==> config.mk <==
export PLATFORM = sky130hd
export DESIGN_NAME = cdb_div
export DESIGN_NICKNAME = d
export VERILOG_FILES = /design/src/hw/rtl/cdb_pkg.sv /design/src/hw/rtl/cdb_div.sv
export SDC_FILE = /design/constraint.sdc
export NUM_CORES = 1
export LEC_CHECK = 0
export ABC_AREA = 1
export BUFFER_PORTS_ARGS = -buffer_cell sky130_fd_sc_hd__buf_4
export CAP_MARGIN = 30
export CORE_ASPECT_RATIO = 1.25
export CORE_MARGIN = 2
export CORE_UTILIZATION = 30
export CTS_BUF_LIST = sky130_fd_sc_hd__clkbuf_8
export DETAILED_ROUTE_END_ITERATION = 12
export GPL_ROUTABILITY_DRIVEN = 0
export PLACE_DENSITY = 0.51
export SLEW_MARGIN = 40
export SYNTH_ARGS = -nofsm -noshare
export SYNTH_HDL_FRONTEND = slang
export SYNTH_SLANG_ARGS = --single-unit
==> constraint.sdc <==
create_clock -name clk -period 6.5 [get_ports clk]
set_input_delay 1.3 -clock clk [delete_from_list [all_inputs] [get_ports clk]]
set_output_delay 1.3 -clock clk [all_outputs]
set_load 0.03 [all_outputs]
==> src/hw/rtl/cdb_pkg.sv <==
// ----------------------------------------------------------------------------
// cdb_pkg
// Shared types and constants of the constant-database lookup engine.
// ----------------------------------------------------------------------------
`default_nettype none

package cdb_pkg;

  // default geometry
  localparam int unsigned IMAGE_BYTES_DEF   = 65536;
  localparam int unsigned MAX_KEY_BYTES_DEF = 64;

  // hash and image layout
  localparam logic [31:0] HASH_SEED    = 32'd5381;
  localparam int unsigned HEADER_BYTES = 2048;
  localparam logic [7:0]  HASH_MASK    = 8'hff;

  // width of unwrapped image offsets
  localparam int unsigned OFS_W = 36;

  // register byte addresses
  localparam logic [1:0] REG_IMAGE_SIZE = 2'd0;

  // request codes
  localparam logic [1:0] REQ_WRITE  = 2'd0;
  localparam logic [1:0] REQ_APPEND = 2'd1;
  localparam logic [1:0] REQ_LOOKUP = 2'd2;

  // status codes
  localparam logic [1:0] ST_FOUND    = 2'd0;
  localparam logic [1:0] ST_MISS     = 2'd1;
  localparam logic [1:0] ST_KEY_LONG = 2'd2;
  localparam logic [1:0] ST_BOUNDS   = 2'd3;

  // sequencer states
  typedef enum logic [3:0] {
    S_IDLE,
    S_RA,
    S_RB,
    S_HDR,
    S_DIV,
    S_SLOT,
    S_ENT,
    S_REC,
    S_CMPA,
    S_CMPB,
    S_NEXT
  } cdb_state_t;

endpackage

`default_nettype wire

==> src/hw/rtl/cdb_div.sv <==
// ----------------------------------------------------------------------------
// cdb_div
// Restoring remainder unit, one dividend bit per cycle.
// ----------------------------------------------------------------------------
`default_nettype none

module cdb_div
  import cdb_pkg::*;
(
  input  wire logic        clk,
  input  wire logic        rst_n,
  input  wire logic        go,
  input  wire logic [23:0] dividend,
  input  wire logic [31:0] divisor,
  output logic             done,
  output logic [31:0]      rem
);

  logic        run_r, run_nxt;
  logic        done_r, done_nxt;
  logic [4:0]  cnt_r, cnt_nxt;
  logic [23:0] dvd_r, dvd_nxt;
  logic [31:0] dvs_r, dvs_nxt;
  logic [31:0] rem_r, rem_nxt;
  logic [32:0] trial;

  // control registers
  always_ff @(posedge clk) begin
    if (!rst_n) begin
      run_r  <= 1'b0;
      done_r <= 1'b0;
      cnt_r  <= '0;
    end else begin
      run_r  <= run_nxt;
      done_r <= done_nxt;
      cnt_r  <= cnt_nxt;
    end
  end

  // datapath registers
  always_ff @(posedge clk) begin
    dvd_r <= dvd_nxt;
    dvs_r <= dvs_nxt;
    rem_r <= rem_nxt;
  end

  // one shift and conditional subtract per cycle
  always_comb begin
    run_nxt  = run_r;
    done_nxt = 1'b0;
    cnt_nxt  = cnt_r;
    dvd_nxt  = dvd_r;
    dvs_nxt  = dvs_r;
    rem_nxt  = rem_r;
    trial    = {rem_r, dvd_r[23]};
    if (go) begin
      run_nxt = 1'b1;
      cnt_nxt = '0;
      dvd_nxt = dividend;
      dvs_nxt = divisor;
      rem_nxt = '0;
    end else if (run_r) begin
      if (trial >= {1'b0, dvs_r}) rem_nxt = 32'(trial - {1'b0, dvs_r});
      else                        rem_nxt = trial[31:0];
      dvd_nxt = {dvd_r[22:0], 1'b0};
      cnt_nxt = cnt_r + 5'd1;
      if (cnt_r == 5'd23) begin
        run_nxt  = 1'b0;
        done_nxt = 1'b1;
      end
    end
  end

  assign done = done_r;
  assign rem  = rem_r;

  // remainder stays below a non-zero divisor
  a_rem_range: assert property (@(posedge clk) disable iff (!rst_n)
    (done && dvs_r != 32'd0) |-> rem_r < dvs_r)
    else $error("remainder not below divisor");

  // done only after a run
  a_done_run: assert property (@(posedge clk) disable iff (!rst_n)
    done |-> $past(run_r))
    else $error("done without run");

  // a run ends within its bit count
  a_cnt: assert property (@(posedge clk) disable iff (!rst_n)
    run_r |-> cnt_r <= 5'd23)
    else $error("divider count overrun");

endmodule

`default_nettype wire

==> run metrics, run 1 <==
status=finished, final reports clean; # hold bufs at CTS=0; minimum clock period=2.60 ns; fin crit share=40.0%; slew margin rel.=65.9%; smallest setup slack after layout=3.90 ns; Die Ht=169 um; drt initial violations=289; Comb pwr share=13.5%; ys async rst share=0%; CTS tree=yes; Switch Pwr=0.000343 W; number of fill cells=2,391; Net Sw Frac=26.9%; Antenna Cells=0; cell mode on critical path=nand2_1; total number of vias=5,860; Layout area overhead=17.8%; Via density=4.40; setup TNS=0 ns; unrepaired setup endpoints after global routing=no; Worst Path Arrival=between 2 and 3 ns; fmax=about 380 MHz; cell count of the worst reg-to-reg path=10; PwrDens=between 150 and 200 nW/um^2; Die Width=about 140 um; Crit. End Element=register; post-synth top area share=25.8%; sequential fraction of the synthesis area=around 38%; H-tree level count=3; WL/cell=13.1 um; layout cells sized above 1=between 10% and 20%; # IOs=92; core area=between 20,000 and 25,000 sq um; final-stage net count=1,141; synth warn=0; Initial Utilization=30.4%; DRC violations left=0; CP required=roughly 6.8 ns; Setup CP Type=reg -> reg; Final Slew Violations=0; Syn Area/Cell=6.77 sq um; EDFF count, synth=56; Worst Path Max Fanout=34; clk slew on worst S/H paths=0.10 ns; Post-CTS Resized=0; number of buffers created by CTS=9; P_int=a little over 0.0009 W; Clock Path Buffers=2; Clock power frac=32.6%; Worst Skew=0.0136 ns; CP cell instances=ha_1 -> nand2_1 -> nor3_1 -> nand2_1 -> nor2_1 -> nand2_4 -> nand2_4 -> nand2_1 -> nand3_1 -> o21ai_1; flops & latches, synth=95; final wirelength=17.5 mm; Clock Sinks=95; largest net degree at the start of global routing=37; Max Cap Viol=0; initial antenna violation count=0; syn nets=between 1,000 and 1,500; synth top area cells=edfxtp_1 (26%), nand2_1 (23%), dfxtp_1 (12%); Seq pwr share=53.8%; Mapped Cells=961; Post-CTS Repair Setup Buffers=0; crit path launch type=register; hold crit path type=reg -> reg; Worst-Skew Late Latency=a little under 0.4 ns; First-pass DRT Iterations=4; # port buffers=91; Yosys cell types=34; vias in the first global route=5,826; worst slack at placement=about 3.6 ns; global-route wire length before repair=28.7 mm; Synth area leader=edfxtp_1; Global Route Usage Sum=around 16%; grt ovf=0; worst hold path depth=2; P_leak=4.16 nW; slowest cell on the critical path=nand2_4; max incr delay on CP=about 0.44 ns; slew at the pin closest to its max-slew limit=0.511 ns; Rows=60; Synth Flop Type=edfxtp_1; DRT antenna net count=0; Fin. Hold Viols=0; VDD IR max=a little over 80 uV; synthesized area=roughly 6500 sq um; dpl hpwl=13.6 mm; CTS Root Cell=clkbuf_8; Finish-stage setup viols=0; die area=about 23,000 sq um
[cell type report]
| class | count | area (sq um) | area share, % |
|---|---|---|---|
| clock buffers | 10 | 138 | 1.79 |
| clock inverters | 6 | 61.3 | 0.799 |
| flip-flops and latches | 95 | 2460 | 32.1 |
| multi-input cells | 660 | 3220 | 42.0 |
| inverters | 186 | 698 | 9.10 |
| well taps | 279 | 349 | 4.55 |
| repair buffers | 96 | 741 | 9.66 |
[power by group through the flow]
stage / sequential [W] / combinational [W] / clock, W
floorplan: 0.000698 / 0.000107 / 0
global placement: 0.000698 / 0.000177 / 0
detailed placement: 0.000700 / 0.000175 / 0
CTS: 0.000686 / 0.000176 / 0.000434
global route: 0.000689 / 0.000197 / 0.000455
finish: 0.000685 / 0.000172 / 0.000416
[layout by cell type, fill, tap and decap left out, types with 3 or more instances in the layout]
master	synthesis	layout
inv_1	185	186
nor3_1	6	6
edfxtp_1	56	56
o21ai_1	11	11
nand4_1	9	9
nand2_2	8	8
nand2_1	391	391
ha_1	33	33
nand3_2	8	8
nor2_1	51	50
a21oi_1	21	21
xnor2_1	15	15
o21ai_0	3	3
nand3b_1	14	14
dfxtp_1	39	39
nor2_2	5	6
clkbuf_8	0	10
buf_4	1	95
nand3_1	71	71
[layer usage]
layer	vias up	share of wire, %	track usage, %
met2	105	50	28.6
li1	3122	-	-
met3	31	3.8	2.76
met1	2602	43	18.7
met5	-	0	0
met4	0	2.9	6.75
[state kept, by name, indices dropped and copies added (netlist names)]
signal / cells
cnt_r: 5
dvs_r: 32
rem: 32
done: 1
run_r: 1
dvd_r: 24
[cell usage after synthesis (all sizes together), types with 8 or more instances]
cell type and n:
nand2 401, inv 186, nand3 79, nor2 58
edfxtp 56, dfxtp 39, ha 33, a21oi 22
xnor2 15, nand3b 14, o21ai 14, buf 12
nand4 9, clkbuf 8
[worst max-delay path, delay by kind of cell, from the launching register on]
| kind | cells | cell delay, ns |
|---|---|---|
| and+or+nand+nor | 8 | 1.65 |
| adders and majority gates | 1 | 0.40 |
| DFF | 1 | 0.36 |
| AOI/OAI and AO/OA | 1 | 0.06 |
[final timing paths]
check | start | to | slack (ns)
max | rem[29]$_SDFFE_PP0P_ | rem[14]$_SDFFE_PP0P_ | 3.90
min | cnt_r[1]$_SDFFE_PP0P_ | cnt_r[1]$_SDFFE_PP0P_ | 0.49
max reg2reg | rem[29]$_SDFFE_PP0P_ | rem[14]$_SDFFE_PP0P_ | 3.90
min reg2reg | cnt_r[1]$_SDFFE_PP0P_ | cnt_r[1]$_SDFFE_PP0P_ | 0.49
[kinds of logic (layout without fill, tap and decap cells)]
group                    count (synthesis)  count (layout)  share of synthesized area (%)
AO/OA/AOI/OAI                           40              40                           3.29
XOR/XNOR                                16              16                           2.15
adder cells (fa/ha/maj)                 34              34                           6.65
buffers and inverters                  206             298                           12.7
flip-flops                              95              95                           37.8
AND/OR/NAND/NOR                        570             570                           37.3
[stage by stage]
step / cell area [sq um] / cells / power, W / util (%) / hold WS, ns
6_report: 7670 / 1332 / 0.00127 / 35.8 / 0.490
5_1_grt: 7670 / 1332 / 0.00134 / 35.8 / 0.510
4_1_cts: 7670 / 1332 / 0.00130 / 35.8 / 0.490
3_5_place_dp: 7470 / 1316 / 0.000874 / 34.9 / 0.475
3_3_place_gp: 7440 / 1315 / 0.000875 / 34.8 / 0.468
2_1_floorplan: 6510 / 961 / 0.000804 / - / 0.455
(Power assumes the default switching activity.)
==> inputs of run 2 (changes only) <==
- PLACE_DENSITY: 0.51 -> 0.53
- clock period: 6.5 -> 2.38 ns (I/O delays scaled with it)
==> run 2 against run 1 <==
- critical path depth grew 4
- sequential cell count did not move
- global-route usage increased by 0.78 points
- core utilization grew 1.1 points
- setup slack got worse by 3.7 ns
- clock power is 150% higher
- sequential power rose to 2.7 times the previous value
- via count is 1.2% higher
- highest routed layer unchanged
==> run metrics, run 2 (synthesis gave the netlist of run 1 again) <==
fin crit share=93.2%; number of buffers created by CTS=9; First-pass DRT Iterations=4; hold crit path type=in -> reg; commonest cells after routing, fill and taps aside=nand2_1 (387), inv_1 (186), buf_4 (118); dpl hpwl=14.5 mm; Final Slew Violations=0; cell count of the worst reg-to-reg path=14; Hold Startpoint=divisor[12]; grt ovf=0; max incr delay on CP=0.39 ns; Die Width=~140 um; die area=22,900 sq um; Finish-stage setup viols=0; DRT antenna net count=0; leading cell type in the layout, fill and taps excluded=nand2_1; CTS Root Cell=clkbuf_8; # IOs=92; smallest setup slack after layout=0.161 ns; Switch Pwr=0.000934 W; largest net degree at the start of global routing=30; minimum clock period=2.22 ns; H-tree level count=3; # hold bufs at CTS=0; # port buffers=91; core area=21,400 sq um; Clock Sinks=95; Worst-Skew Late Latency=0.39 ns; Crit. End Element=register; final wirelength=18.2 mm; Comb pwr share=14.5%; Antenna Cells=0; fin cells=1,358; Worst Path Arrival=2.52 ns; number of fill cells=2,384; Worst R2R Setup Slack=0.16 ns; WL/cell=approximately 13 um; Placed Area=7680 sq um; Seq pwr share=55.3%; Via density=4.37; P_leak=4.29 nW; cell mode on critical path=nand2_1; initial antenna violation count=0; Global Route Usage Sum=16.8%; DRC violations left=0; Max Cap Viol=0; clk slew on worst S/H paths=~0.1 ns; cell area after layout=7900 sq um; Rows=60; Setup CP Type=reg -> reg; FF-to-FF Start=dvd_r[23]$_DFFE_PP_; P_int=0.00245 W; slew margin rel.=65.2%; slowest cell on the critical path=fa_2; crit path launch type=register; Layout area overhead=21.3%; Net Sw Frac=about 28%; total number of vias=5,931; slew at the pin closest to its max-slew limit=approximately 0.52 ns; CP cell instances=inv_1 -> ha_1 -> inv_1 -> fa_2 -> nand2_1 -> nand3_1 -> nand2_1 -> nand2_1 -> nand2_1 -> nand2_1 -> nand2_1 -> nand3_2 -> nand2_1 -> nand2_1; Clock Path Buffers=2; Critical Path Source=dvd_r[23]$_DFFE_PP_; Placed Cells=1,339; PwrDens=428 nW/um^2; drt initial violations=233; final-stage net count=1,167; VDD IR max=about 280 uV; Die Ht=169 um; layout cells sized above 1=15.9%; fmax=451 MHz; Worst Skew=around 0.0094 ns; Clock power frac=30.1%; post-layout util=36.9%; Worst Setup EP=rem[30]$_SDFFE_PP0P_; reg2reg end=rem[30]$_SDFFE_PP0P_; CP required=around 2.7 ns; global-route wire length before repair=about 30 mm; vias in the first global route=6,047; status=finished, final reports clean; worst slack at placement=-0.104 ns; Worst Path Max Fanout=4; Initial Utilization=30.4%; Fin. Hold Viols=0; CTS tree=yes
==> run 2: cell count changes in the layout (fill, tap and decap cells not counted), sizes merged <==
cell      delta
buf         +26
inv          -1
clkinv       +1
bufinv       -1
clkinvlp     +1
==> run 2: worst max-delay path, delay by kind of cell (launching register included) <==
kind / cells / cell delay [ns]
adder cells (fa/ha/maj): 2 / 0.57
buffers and inverters: 2 / 0.18
flip-flops: 1 / 0.36
AND/OR/NAND/NOR: 10 / 1.03
==> run 2: how the worst min path moves through the flow <==
stage	depth (start not counted)	slack, ns	endpoint
6_report	1	0.25	dvs_r[12]$_DFFE_PP_
4_1_cts	1	0.22	dvs_r[12]$_DFFE_PP_
3_3_place_gp	2	0.47	cnt_r[1]$_SDFFE_PP0P_
5_1_grt	1	0.23	dvs_r[27]$_DFFE_PP_
3_5_place_dp	2	0.48	cnt_r[1]$_SDFFE_PP0P_
2_1_floorplan	2	0.45	done$_SDFF_PP0_
==> run 2: what timing repair did <==
action / in CTS / in global routing
gates cloned: 0 / 0
endpoints found under the setup margin: 2 / 30
buffers inserted: 0 / 3
gates resized for setup: 2 / 5
pin swaps: 0 / 1
==> run 2: final cells by class <==
class | count | area, sq um | share of cell area [%]
clock inverters | 6 | 37.5 | 0.475
multi-input cells | 660 | 3250 | 41.1
repair buffers | 122 | 966 | 12.2
inverters | 186 | 698 | 8.84
flip-flops and latches | 95 | 2460 | 31.2
clock buffers | 10 | 138 | 1.74
well taps | 279 | 349 | 4.42
==> run 2: power by group through the flow <==
stage / sequential, W / clock (W) / combinational [W]
finish: 0.00187 / 0.00102 / 0.000491
global route: 0.00188 / 0.00112 / 0.000558
CTS: 0.00187 / 0.00108 / 0.000496
detailed placement: 0.00191 / 0 / 0.000492
global placement: 0.00191 / 0 / 0.000493
floorplan: 0.00191 / 0 / 0.000291
==> run 2: metal layers <==
| layer | part of all wire [%] | up-vias | wire length (um) | GRT usage [%] |
|---|---|---|---|---|
| li1 | - | 3169 | - | - |
| met5 | 0 | - | 0 | 0 |
| met1 | 42 | 2633 | 7720 | 18.9 |
| met2 | 49 | 98 | 8950 | 29.8 |
| met4 | 3.7 | 0 | 682 | 7.61 |
| met3 | 4.6 | 31 | 845 | 3.95 |
==> run 2: stage by stage <==
step                      power, W  setup TNS, ns  hold slack [ns]
after floorplan            0.00220              0            0.455
after global placement     0.00240        -0.0521            0.469
after detailed placement   0.00240         -0.104            0.478
after CTS                  0.00345              0            0.223
after global routing       0.00356       -0.00562            0.226
final                      0.00338              0            0.252
